## config.mk

```make
export PLATFORM = sky130hd
export DESIGN_NAME = cvz_mac
export DESIGN_NICKNAME = d
export VERILOG_FILES = /design/src/sv/cvz_pkg.sv /design/src/sv/cvz_mac.sv
export SDC_FILE = /design/constraint.sdc
export NUM_CORES = 2
export LEC_CHECK = 0
export ABC_AREA = 1
export BUFFER_PORTS_ARGS = -buffer_cell sky130_fd_sc_hd__buf_2
export CORE_MARGIN = 2
export CORE_UTILIZATION = 47
export CTS_CLUSTER_SIZE = 14
export DETAILED_ROUTE_END_ITERATION = 7
export GPL_TIMING_DRIVEN = 0
export PLACE_DENSITY = 0.66
export SLEW_MARGIN = 20
export SYNTH_ARGS = -nofsm -noshare
export SYNTH_HDL_FRONTEND = slang
export SYNTH_SLANG_ARGS = --single-unit
```

## constraint.sdc

```tcl
create_clock -name clk -period 3.2 [get_ports clk]
set_clock_uncertainty 0.1 [all_clocks]
set_input_delay 0.16 -clock clk [delete_from_list [all_inputs] [get_ports clk]]
set_output_delay 0.16 -clock clk [all_outputs]
set_load 0.01 [all_outputs]
```

## src/sv/cvz_pkg.sv

```systemverilog
// Shared types, constants and register codes of the 3x3 convolution block.
`default_nettype none
package cvz_pkg;

	localparam int MAX_LINE_DEF   = 1024;
	localparam int PIXEL_BITS_DEF = 16;
	localparam int COEF_W         = 5;
	localparam int TAPS           = 9;
	localparam int LINE_W         = 17;
	localparam int MASK_W         = 45;
	localparam int DIV_W          = 8;
	localparam int LEVEL_W        = 16;
	localparam int LLEN_W         = 11;
	localparam int LCNT_W         = 16;
	localparam int APB_AW         = 6;
	localparam int APB_DW         = 64;

	localparam logic [MASK_W-1:0]  MASK_RST   = 45'd1048576;
	localparam logic [DIV_W-1:0]   DIV_RST    = 8'd1;
	localparam logic [LEVEL_W-1:0] OFFSET_RST = 16'd0;
	localparam logic [LEVEL_W-1:0] MAX_RST    = 16'd255;
	localparam logic [LLEN_W-1:0]  LLEN_RST   = 11'd1024;
	localparam logic [LCNT_W-1:0]  LCNT_RST   = 16'd1;

	typedef enum logic [2:0] {
		REG_MASK    = 3'd0,
		REG_DIVISOR = 3'd1,
		REG_OFFSET  = 3'd2,
		REG_MAX     = 3'd3,
		REG_LLEN    = 3'd4,
		REG_LCNT    = 3'd5
	} cvz_reg_t;

	// per-item control handed from the input counters to the line buffer
	typedef struct packed {
		logic act;     // item touches line stores and window
		logic clr;     // window cleared before this item
		logic up_en;   // upper line exists
		logic mid_en;  // middle line exists
		logic q0;      // first position of a line
		logic emit;    // item produces a result
		logic last;    // result closes the image
	} cvz_ctl_t;

endpackage
`default_nettype wire

```

## src/sv/cvz_mac.sv

```systemverilog
// Pipelined weighted sum of the 3x3 window.
`default_nettype none
module cvz_mac #(
	parameter int PIXEL_BITS = cvz_pkg::PIXEL_BITS_DEF
) (
	input  wire                                 clk,
	input  wire                                 arst_n,
	input  wire                                 en,
	input  wire                                 in_valid,
	input  wire                                 in_last,
	input  wire  [cvz_pkg::TAPS*PIXEL_BITS-1:0] win,
	input  wire  [cvz_pkg::MASK_W-1:0]          mask,
	output logic                                out_valid,
	output logic                                out_last,
	output logic signed [PIXEL_BITS+9:0]        out_sum
);
	localparam int PB  = PIXEL_BITS;
	localparam int PRW = PB + 6;
	localparam int SW  = PB + 10;
	localparam int CW  = cvz_pkg::COEF_W;

	logic [PB-1:0]         win_s2 [0:cvz_pkg::TAPS-1];
	logic signed [PRW-1:0] prod_s3 [0:cvz_pkg::TAPS-1];
	logic signed [SW-1:0]  psum_s4 [0:2];
	logic signed [SW-1:0]  sum_s5;
	logic [3:0]            v_q;
	logic [3:0]            l_q;

	always_ff @(posedge clk or negedge arst_n) begin
		if (!arst_n) begin
			v_q <= '0;
		end else if (en) begin
			v_q <= {v_q[2:0], in_valid};
		end
	end

	always_ff @(posedge clk) begin
		if (en) begin
			l_q <= {l_q[2:0], in_last};
			for (int k = 0; k < cvz_pkg::TAPS; k++)
				win_s2[k] <= win[k*PB +: PB];
			// tap r*3+c takes coefficient c*3+r
			for (int r = 0; r < 3; r++)
				for (int c = 0; c < 3; c++)
					prod_s3[r*3+c] <= PRW'($signed(mask[CW*(c*3+r) +: CW]))
						* PRW'($signed({1'b0, win_s2[r*3+c]}));
			for (int g = 0; g < 3; g++)
				psum_s4[g] <= SW'(prod_s3[g*3]) + SW'(prod_s3[g*3+1])
					+ SW'(prod_s3[g*3+2]);
			sum_s5 <= psum_s4[0] + psum_s4[1] + psum_s4[2];
		end
	end

	assign out_valid = v_q[3];
	assign out_last  = l_q[3];
	assign out_sum   = sum_s5;

endmodule
`default_nettype wire

```

==> results_dict.tcl <==
set metrics [dict create \
    finish.instance_area_um2 63200 \
    worst_setup_path_end_kind "flop" \
    port_buffers 185 \
    die_h_um 326 \
    via_per_inst 4.77 \
    cp_max_fo 5 \
    r2r_start "win_s2[0][4]$_DFFE_PP_" \
    power.density_nw_per_um2 1040 \
    remaining_drc_errors 0 \
    antenna_found_initial 0 \
    synth.ff_latch_count 448 \
    drt_iter0_markers 1985 \
    ys_warn_count 0 \
    initial_core_util 0.473 \
    antenna_cells 0 \
    violations "setup timing" \
    timing.fmax_mhz 273 \
    holdWs_ns 0.0442 \
    num-nets-final 8046 \
    hpwl_um 92500 \
    synthCells 6230 \
    drv_slew 0 \
    tns_ns -43.22 \
    cts_sinks 448 \
    ios 222 \
    cp_data_arrival_time_ns 3.96 \
    clkLatencyLatePin_ns 0.67 \
    root_buffer "clkbuf_16" \
    hp-class "primary input to flop" \
    crit_required_ns 3.50 \
    grt_max_degree 106 \
    reg2reg_to "prod_s3[0][12]$_DFFE_PP_" \
    fin_util 0.612 \
    fillers 8718 \
    vias 39670 \
    final-setup-viol-count 147 \
    htreeDepth 2 \
    routed_wl_um 123000 \
    hold_viol 0 \
    placed_area_um2 53700 \
    gp_congestion 0.890 \
    synth_nets 7391 \
    synth_edf_count 444 \
    peakVddDrop_v 0.000708 \
    die-area_um2 106000 \
    dr.pass1.iters 6 \
    crit_type "flop to flop" \
    rsz0062_at_grt "true" \
    cts_buffers 55 \
    status "finished with violations" \
    synth_area_um2 48800 \
    slew_headroom 0.608 \
    core_area_um2 103000 \
    synth_top_area_frac 0.273 \
    rows 118 \
    area_delta_synth_final_pct 29.5 \
    wl_per_cell_um 14.8 \
    synth.distinct_cells 30 \
    grt_overflow 0 \
    grt_pass1_wl_um 196000 \
    syn_avg_cell_area_um2 7.83 \
    worstSetupStartpointType "flop" \
    drive_gt1_frac 0.245 \
    ys.flop_type "edfxtp_1" \
    ys_seq_area_frac 0.275 \
    period_minus_slack_ns 3.66 \
    cts.path.max_buffers 3 \
    fin_crit_sh 1.14 \
    clk_pin_slew_ns 0.07 \
    grt_usage 0.226 \
    final-seq-area_um2 13400 \
    multiInputGateArea_um2 34100 \
    whs_endpoint "prod_s3[0][23]$_DFFE_PP_" \
    ys_top_cells_by_area "edfxtp_1, fa_1, nand2_1" \
    antenna_left 0 \
    leakagePower_nw 34.2 \
    fin_ws_ns -0.456 \
    cts_tree "done" \
    reg2reg_depth 16 \
    hold_path.startpoint "mask[15]" \
    worst_pin_slew_ns 0.588 \
    synthArstFlopShare 0.00893 \
    max-cap-violations 0 \
    yosysTopAreaCell "edfxtp_1" \
    hold_depth 4 \
    reg2reg_slack_ns -0.46 \
    die_w_um 326 \
    grt_pass1_vias 40152 \
]
## flip-flops by register name, indices dropped and copies added, names as in the netlist
| register | flops |
|---|---|
| out_sum | 26 |
| l_q | 4 |
| win_s2 | 144 |
| v_q | 4 |
| prod_s3 | 198 |
| psum_s4 | 72 |
## final cells by class
| type | instances | area share |
|---|---|---|
| buffer | 81 | 0.0108 |
| clock buffer | 63 | 0.0226 |
| clock inverter | 37 | 0.00707 |
| inverter | 1741 | 0.104 |
| multi-input combinational | 3960 | 0.540 |
| sequential | 448 | 0.213 |
| tap | 1380 | 0.0273 |
| timing repair buffer | 598 | 0.0763 |
## layout by cell type, fill, tap and decap left out, types with 68 or more instances in the layout
| cell | count |
|---|---|
| buf_6 | 68 |
| ha_4 | 140 |
| nand2_2 | 240 |
| nor2_2 | 84 |
| a21oi_1 | 87 |
| nand2_1 | 1555 |
| inv_2 | 129 |
| inv_1 | 1609 |
| dlygate4sd3_1 | 166 |
| nor2_1 | 250 |
| buf_2 | 189 |
| buf_4 | 177 |
| fa_1 | 439 |
| nand3_1 | 152 |
| ha_1 | 340 |
| a21oi_2 | 79 |
| edfxtp_1 | 444 |
| nand2_4 | 91 |
## worst max path at each step
stage | depth (start not counted) | endpoint | start | slack, ns
final | 16 | prod_s3[0][12]$_DFFE_PP_ | win_s2[0][4]$_DFFE_PP_ | -0.46
after global routing | 18 | prod_s3[0][16]$_DFFE_PP_ | win_s2[0][4]$_DFFE_PP_ | -0.56
after CTS | 16 | prod_s3[0][152]$_DFFE_PP_ | win_s2[0][96]$_DFFE_PP_ | -0.37
after detailed placement | 15 | prod_s3[0][152]$_DFFE_PP_ | mask[14] | -0.87
after global placement | 2 | v_q[1]$_DFFE_PN0P_ | en | -5.65
after floorplan | 14 | prod_s3[0][173]$_DFFE_PP_ | win_s2[0][112]$_DFFE_PP_ | -0.17
## Yosys cell counts (all sizes together), types with 4 or more instances
library cell and number:
and2 20, o21ai 54, xor2 91, nand4 18, inv 1741, ha 486, fa 481, dfrtp 4
nand3 245, xnor2 32, nor3 27, a21oi 207, nand2 1886, or2 33, nor2 371, nand3b 4
clkbuf 72, buf 9, edfxtp 444
## stage by stage
step / cells / total power [mW] / setup WS, ns
floorplan: 6230 / 41.5 / -0.167
global route: 8308 / 72.3 / -0.560
CTS: 8223 / 61.4 / -0.371
global placement: 7795 / 51.5 / -5.65
detailed placement: 7800 / 51.9 / -0.870
finish: 8308 / 65.7 / -0.456
## power by group
| part | switching [mW] | internal, mW | leakage [nW] | total [mW] |
|---|---|---|---|---|
| Sequential | 1.43 | 10.3 | 4.42 | 11.8 |
| Combinational | 29.0 | 18.3 | 28.9 | 47.3 |
| Clock | 2.75 | 3.87 | 0.899 | 6.61 |
## metal layers
metal,part of all wire,up-vias,wire [µm],GRT usage
met5,0,-,0,0
met4,0.027,0,3370,0.0620
met3,0.036,200,4420,0.0194
met2,0.49,738,60900,0.392
met1,0.44,18909,54700,0.304
li1,-,19823,-,-
## logic make-up (layout without fill, tap and decap cells)
logic type / Yosys count / after routing / synth area share
compound gates: 264 / 264 / 0.0273
xor+xnor: 123 / 123 / 0.0221
fa+ha+maj: 967 / 967 / 0.322
buf+inv: 1822 / 2520 / 0.140
flops: 448 / 448 / 0.275
mux: 2 / 2 / 0.000462
simple gates: 2604 / 2604 / 0.213
## timing repair
action	in CTS	in global routing
endpoints found under the hold margin	218	0
resized for setup	340	739
setup buffers	157	95
endpoints found under the setup margin	144	158
pin swaps	242	360
hold buffers	166	0
## worst max-delay path, stage by stage, from the launching register on
cell	delay [ns]
edfxtp_1	0.51
nand2_1	0.12
inv_2	0.04
fa_1	0.50
fa_1	0.51
inv_1	0.05
fa_1	0.50
inv_2	0.05
ha_4	0.25
nand2_4	0.10
inv_2	0.04
nand2_1	0.07
nand2_1	0.06
nand2_1	0.08
nand3_2	0.13
buf_6	0.15
xor2_2	0.14
Note: power is estimated with default switching activity, not from simulation.
