===== src/sv/cvz_pkg.sv =====
// Shared types, constants and register codes of the 3x3 convolution block.
`default_nettype none
package cvz_pkg;

	localparam int MAX_LINE_DEF   = 1024;
	localparam int PIXEL_BITS_DEF = 16;
	localparam int COEF_W         = 5;
	localparam int TAPS           = 9;
	localparam int LINE_W         = 17;
	localparam int MASK_W         = 45;
	localparam int DIV_W          = 8;
	localparam int LEVEL_W        = 16;
	localparam int LLEN_W         = 11;
	localparam int LCNT_W         = 16;
	localparam int APB_AW         = 6;
	localparam int APB_DW         = 64;

	localparam logic [MASK_W-1:0]  MASK_RST   = 45'd1048576;
	localparam logic [DIV_W-1:0]   DIV_RST    = 8'd1;
	localparam logic [LEVEL_W-1:0] OFFSET_RST = 16'd0;
	localparam logic [LEVEL_W-1:0] MAX_RST    = 16'd255;
	localparam logic [LLEN_W-1:0]  LLEN_RST   = 11'd1024;
	localparam logic [LCNT_W-1:0]  LCNT_RST   = 16'd1;

	typedef enum logic [2:0] {
		REG_MASK    = 3'd0,
		REG_DIVISOR = 3'd1,
		REG_OFFSET  = 3'd2,
		REG_MAX     = 3'd3,
		REG_LLEN    = 3'd4,
		REG_LCNT    = 3'd5
	} cvz_reg_t;

	// per-item control handed from the input counters to the line buffer
	typedef struct packed {
		logic act;     // item touches line stores and window
		logic clr;     // window cleared before this item
		logic up_en;   // upper line exists
		logic mid_en;  // middle line exists
		logic q0;      // first position of a line
		logic emit;    // item produces a result
		logic last;    // result closes the image
	} cvz_ctl_t;

endpackage
`default_nettype wire


===== src/sv/cvz_div.sv =====
// Pipelined restoring divider, one quotient bit per stage, on the magnitude.
`default_nettype none
module cvz_div #(
	parameter int SW = cvz_pkg::PIXEL_BITS_DEF + 10
) (
	input  wire                       clk,
	input  wire                       arst_n,
	input  wire                       en,
	input  wire                       in_valid,
	input  wire                       in_last,
	input  wire signed [SW-1:0]       in_sum,
	input  wire  [cvz_pkg::DIV_W-1:0] divisor,
	output logic                      out_valid,
	output logic                      out_last,
	output logic                      out_neg,
	output logic [SW-1:0]             out_quo,
	output logic                      out_rem_nz
);
	localparam int DW = cvz_pkg::DIV_W;

	logic [SW-1:0] dvd_s [0:SW];
	logic [SW-1:0] quo_s [0:SW];
	logic [DW-1:0] rem_s [0:SW];
	logic          vld_s [0:SW];
	logic          neg_s [0:SW];
	logic          lst_s [0:SW];

	always_ff @(posedge clk or negedge arst_n) begin
		if (!arst_n) begin
			vld_s[0] <= 1'b0;
		end else if (en) begin
			vld_s[0] <= in_valid;
		end
	end

	always_ff @(posedge clk) begin
		if (en) begin
			dvd_s[0] <= in_sum[SW-1] ? SW'(-in_sum) : SW'(in_sum);
			quo_s[0] <= '0;
			rem_s[0] <= '0;
			neg_s[0] <= in_sum[SW-1];
			lst_s[0] <= in_last;
		end
	end

	for (genvar i = 0; i < SW; i++) begin : g_stage
		logic [DW:0] r2;
		logic        ge;
		assign r2 = {rem_s[i], dvd_s[i][SW-1]};
		assign ge = r2 >= {1'b0, divisor};

		always_ff @(posedge clk or negedge arst_n) begin
			if (!arst_n) begin
				vld_s[i+1] <= 1'b0;
			end else if (en) begin
				vld_s[i+1] <= vld_s[i];
			end
		end

		always_ff @(posedge clk) begin
			if (en) begin
				dvd_s[i+1] <= {dvd_s[i][SW-2:0], 1'b0};
				quo_s[i+1] <= {quo_s[i][SW-2:0], ge};
				rem_s[i+1] <= ge ? DW'(r2 - {1'b0, divisor}) : DW'(r2);
				neg_s[i+1] <= neg_s[i];
				lst_s[i+1] <= lst_s[i];
			end
		end
	end

	assign out_valid  = vld_s[SW];
	assign out_last   = lst_s[SW];
	assign out_neg    = neg_s[SW];
	assign out_quo    = quo_s[SW];
	assign out_rem_nz = rem_s[SW] != '0;

endmodule
`default_nettype wire


===== config.mk =====
export PLATFORM = sky130hd
export DESIGN_NAME = cvz_div
export DESIGN_NICKNAME = d
export VERILOG_FILES = /design/src/sv/cvz_pkg.sv /design/src/sv/cvz_div.sv
export SDC_FILE = /design/constraint.sdc
export NUM_CORES = 1
export LEC_CHECK = 0
export ABC_AREA = 1
export BUFFER_PORTS_ARGS = -buffer_cell sky130_fd_sc_hd__buf_4
export CAP_MARGIN = 10
export CORE_AREA = 4 4 302 379
export DETAILED_ROUTE_END_ITERATION = 12
export DIE_AREA = 0 0 306 383
export HOLD_SLACK_MARGIN = 0.15
export PLACE_DENSITY = 0.52
export SLEW_MARGIN = 15
export SYNTH_ARGS = -nofsm -noshare
export SYNTH_HDL_FRONTEND = slang
export SYNTH_SLANG_ARGS = --single-unit

===== constraint.sdc =====
create_clock -name clk -period 2 [get_ports clk]
set_input_delay 0.3 -clock clk [delete_from_list [all_inputs] [get_ports clk]]
set_output_delay 0.3 -clock clk [all_outputs]
set_load 0.05 [all_outputs]

==> qor.csv <==
stage,metric,value,unit
final_layout,area growth from synthesis to layout,24.1,%
clock_network,Clock Tree Root,clkbuf_16,
setup_path,"Worst Path Class, Setup",input port to flop,
placement,GPL Wtd Cong,0.869,
logic_synthesis,Synth Cell Area,44100,um2
die,die area,117000,um2
final_layout,Nets,4746,
logic_synthesis,top-area cell type share of the netlist area,65.7,%
logic_synthesis,Synth warnings,0,
clock_network,H-tree levels,3,
global_routing,vias in the first global route,28048,
sta,PnR worst setup slack,0.0385,ns
die,# rows,137,
die,core area,111000,um2
sta,Max Clock Freq,0.510,GHz
clock_network,"CTS clk-pin slew, worst paths",0.06,ns
logic_synthesis,Yosys top cell by area,edfxtp_1,
global_routing,initial antenna violation count,0,
sta,hold_ws,0.233,ns
sta,RSZ-0062 raised after global routing,yes,
clock_network,clock latency on the worst-skew pair,0.71,ns
setup_path,reg2reg start,rem_s[18][3],
logic_synthesis,Synth Area per Inst,11.6,um2
logic_synthesis,"top cells by area, synth","edfxtp_1 (66%), nand2_1 (9.9%), ha_1 (5.8%)",
logic_synthesis,sequential fraction of the synthesis area,67.2,%
sta,Worst Max-Slew Pin Slew,0.564,ns
global_routing,GRT overflow,0,
placement,Final HPWL DP,60.0,mm
setup_path,crit path DAT,2.42,ns
worst_hold_path,min-delay worst type,input port to flop,
sta,Fin. Hold Viols,0,
die,Die Wd,306,um
sta,final setup fails,0,
clock_network,CTS tree,built,
global_routing,GRT Total Usage,14.9,%
power,clock share of power,25.5,%
power,Flop pwr share,40.2,%
global_routing,first-pass GRT wire length,141,mm
sta,Slew Limit Fails,0,
die,initial cell density of the core,39.7,%
setup_path,required time worst endpoint,2.45,ns
power,Pint,49.4,mW
setup_path,worst reg2reg path depth,9,
global_routing,largest net degree at the start of global routing,107,
power,Psw,23.4,mW
clock_network,CTS Buf Count,102,
drt,total iterations of the first detailed-routing run,7,
sta,Fin Setup TNS,0,ns
final_layout,share of layout cells above drive strength 1,18.2,%
drt,Iteration-0 DRC Markers,1189,
flow_run,Max-cap violations,0,
worst_hold_path,Worst Hold Depth,5,
die,IO Count,69,
setup_path,Max Fanout on Critical Path,3,
power,Worst IR Drop VDD,0.704,mV
power,Power per Cell Area,1330,nW/um2
worst_hold_path,Hold EP,quo_s[0][26],
sta,Tcrit/Tclk final,98.1,%
setup_path,worst reg2reg setup slack,0.10,ns
setup_path,Worst setup EP type,flop,
sta,Worst Skew,0.0272,ns
drt,ANT nets after route,0,
placement,Placed Area,50400,um2
drt,post-DR vias/cell,4.59,
power,Switching Share,32.1,%
die,Die Y-Extent,383,um
final_layout,final core utilization,49.3,%
sta,slew margin rel.,62.4,%
drt,vias,27660,
final_layout,"Non-Filler Cell Area, Final",54700,um2
sta,Final min period,1.96,ns
status,status,finished clean,
logic_synthesis,Post-Synthesis Cells,3800,
setup_path,CP Launch Type,input port,
final_layout,n_diodes,0,
logic_synthesis,distinct cell type count after synthesis,32,
clock_network,CTS sink count,991,
clock_network,CTS Buffer Depth,3,
setup_path,reg2reg end,rem_s[19][1],
drt,drt drc,0,
power,LEAKAGE,23.7,nW
logic_synthesis,#FFs+latches synth,991,
drt,wire per inst,14.4,um
placement,worst slack at placement,-0.305,ns
power,Comb pwr share,34.3,%
worst_hold_path,hold path startpoint,divisor[4],
logic_synthesis,Syn Nets,4067,
drt,"wirelength, routed",86.5,mm
placement,port bufs,68,
==> worst max path at each step <==
stage / endpoint / start / slack [ns]
after floorplan: rem_s[3][7] / divisor[2] / -0.09
after global placement: rem_s[12][1] / divisor[2] / -0.30
after detailed placement: rem_s[12][3] / divisor[2] / -0.30
after CTS: out_rem_nz / rem_s[26][6] / -0.05
after global routing: out_rem_nz / rem_s[26][5] / -0.04
final: dvd_s[0][10] / in_sum[0] / 0.04
==> worst max-delay path, stage by stage <==
cell and delay (ns):
dlygate4sd3_1 0.54, buf_4 0.14, inv_1 0.09, ha_2 0.21, nand4_1 0.21, o21ai_0 0.30, xnor2_1 0.09, dlygate4sd3_1 0.55
==> sequential cells by signal, summed over array words and instances, names as in the netlist <==
register,flops
dvd_s,351
lst_s,27
neg_s,27
out_valid,1
quo_s,351
rem_s,208
vld_s,26
==> synthesized netlist by cell type <==
cell type / n
clkbuf_1: 8
fa_1: 25
inv_1: 474
nand2_1: 1161
nor2_4: 1
or2_0: 2
nand3b_1: 14
nand2_8: 2
nor4_1: 2
nor2_1: 168
xnor2_1: 35
xor2_1: 53
a21oi_2: 9
nor3_1: 26
or2_1: 2
and2_1: 2
nand3_1: 373
a31oi_1: 1
nand4_1: 55
dfrtp_1: 27
buf_6: 3
clkinv_1: 4
o21ai_0: 20
nor2_2: 19
buf_2: 3
edfxtp_1: 964
a21oi_1: 87
nand2_2: 28
nand2_4: 27
a21boi_0: 1
mux2_2: 1
ha_1: 203
==> logic make-up (layout without fill, tap and decap cells) <==
group           count (synthesis)  count (layout)  share of synthesized area (%)
compound gates                118             118                           1.42
mux                             1               1                         0.0255
fa+ha+maj                     228             228                           6.90
buf+inv                       492            1254                           4.25
xor+xnor                       88              88                           1.75
flops                         991             991                           67.2
simple gates                 1882            1882                           18.5
==> layout make-up <==
| cell class | instances | area, um2 |
|---|---|---|
| fill | 9852 | 56200 |
| clock buffer | 124 | 2680 |
| multi-input combinational | 2317 | 13100 |
| tap | 1459 | 1830 |
| clock inverter | 63 | 612 |
| timing repair buffer | 589 | 5110 |
| sequential | 991 | 29600 |
| inverter | 478 | 1820 |
==> cell usage in the layout, fill, tap and decap left out, types with 25 or more instances in the layout <==
cell              n
nand2_1        1157
nand3_1         372
clkbuf_16       105
nor2_2           25
nand4_1          55
edfxtp_1        964
ha_1            174
buf_4           494
xnor2_1          35
a21oi_1          83
dfrtp_1          27
fa_1             25
xor2_1           53
dlygate4sd3_1    47
inv_1           467
nand2_4          34
nand2_2          25
clkinv_1         25
buf_12           42
nor2_1          161
==> routing by layer <==
metal  up-vias  track usage, %  wire [um]  share of wire, %
li1      14279               -          -                 -
met1     12909            18.2      37700                44
met5         -               0          0                 0
met3       151            2.16       2560               3.0
met2       321            26.6      43600                50
met4         0            5.58       2640               3.1
==> stage by stage <==
stage	instances	power (mW)
CTS	6011	73.2
global route	6021	78.3
detailed placement	5775	54.0
finish	6021	72.8
floorplan	3800	43.8
global placement	5775	53.8
==> repair_timing <==
| item | in CTS | in global routing |
|---|---|---|
| buffers inserted | 0 | 9 |
| endpoints found under the hold margin | 131 | 0 |
| cloned | 0 | 1 |
| hold buffers | 49 | 0 |
| resized for setup | 2 | 58 |
| pin swaps | 1 | 7 |
| endpoints found under the setup margin | 1 | 197 |
==> power groups by stage <==
stage | registers [mW] | logic, mW | clock network, mW
floorplan | 28.8 | 15.0 | 0
global placement | 29.6 | 24.2 | 0
detailed placement | 29.6 | 24.4 | 0
CTS | 29.2 | 24.6 | 19.4
global route | 29.5 | 28.6 | 20.1
finish | 29.2 | 25.0 | 18.5
Power figures use the tool's default switching activity.
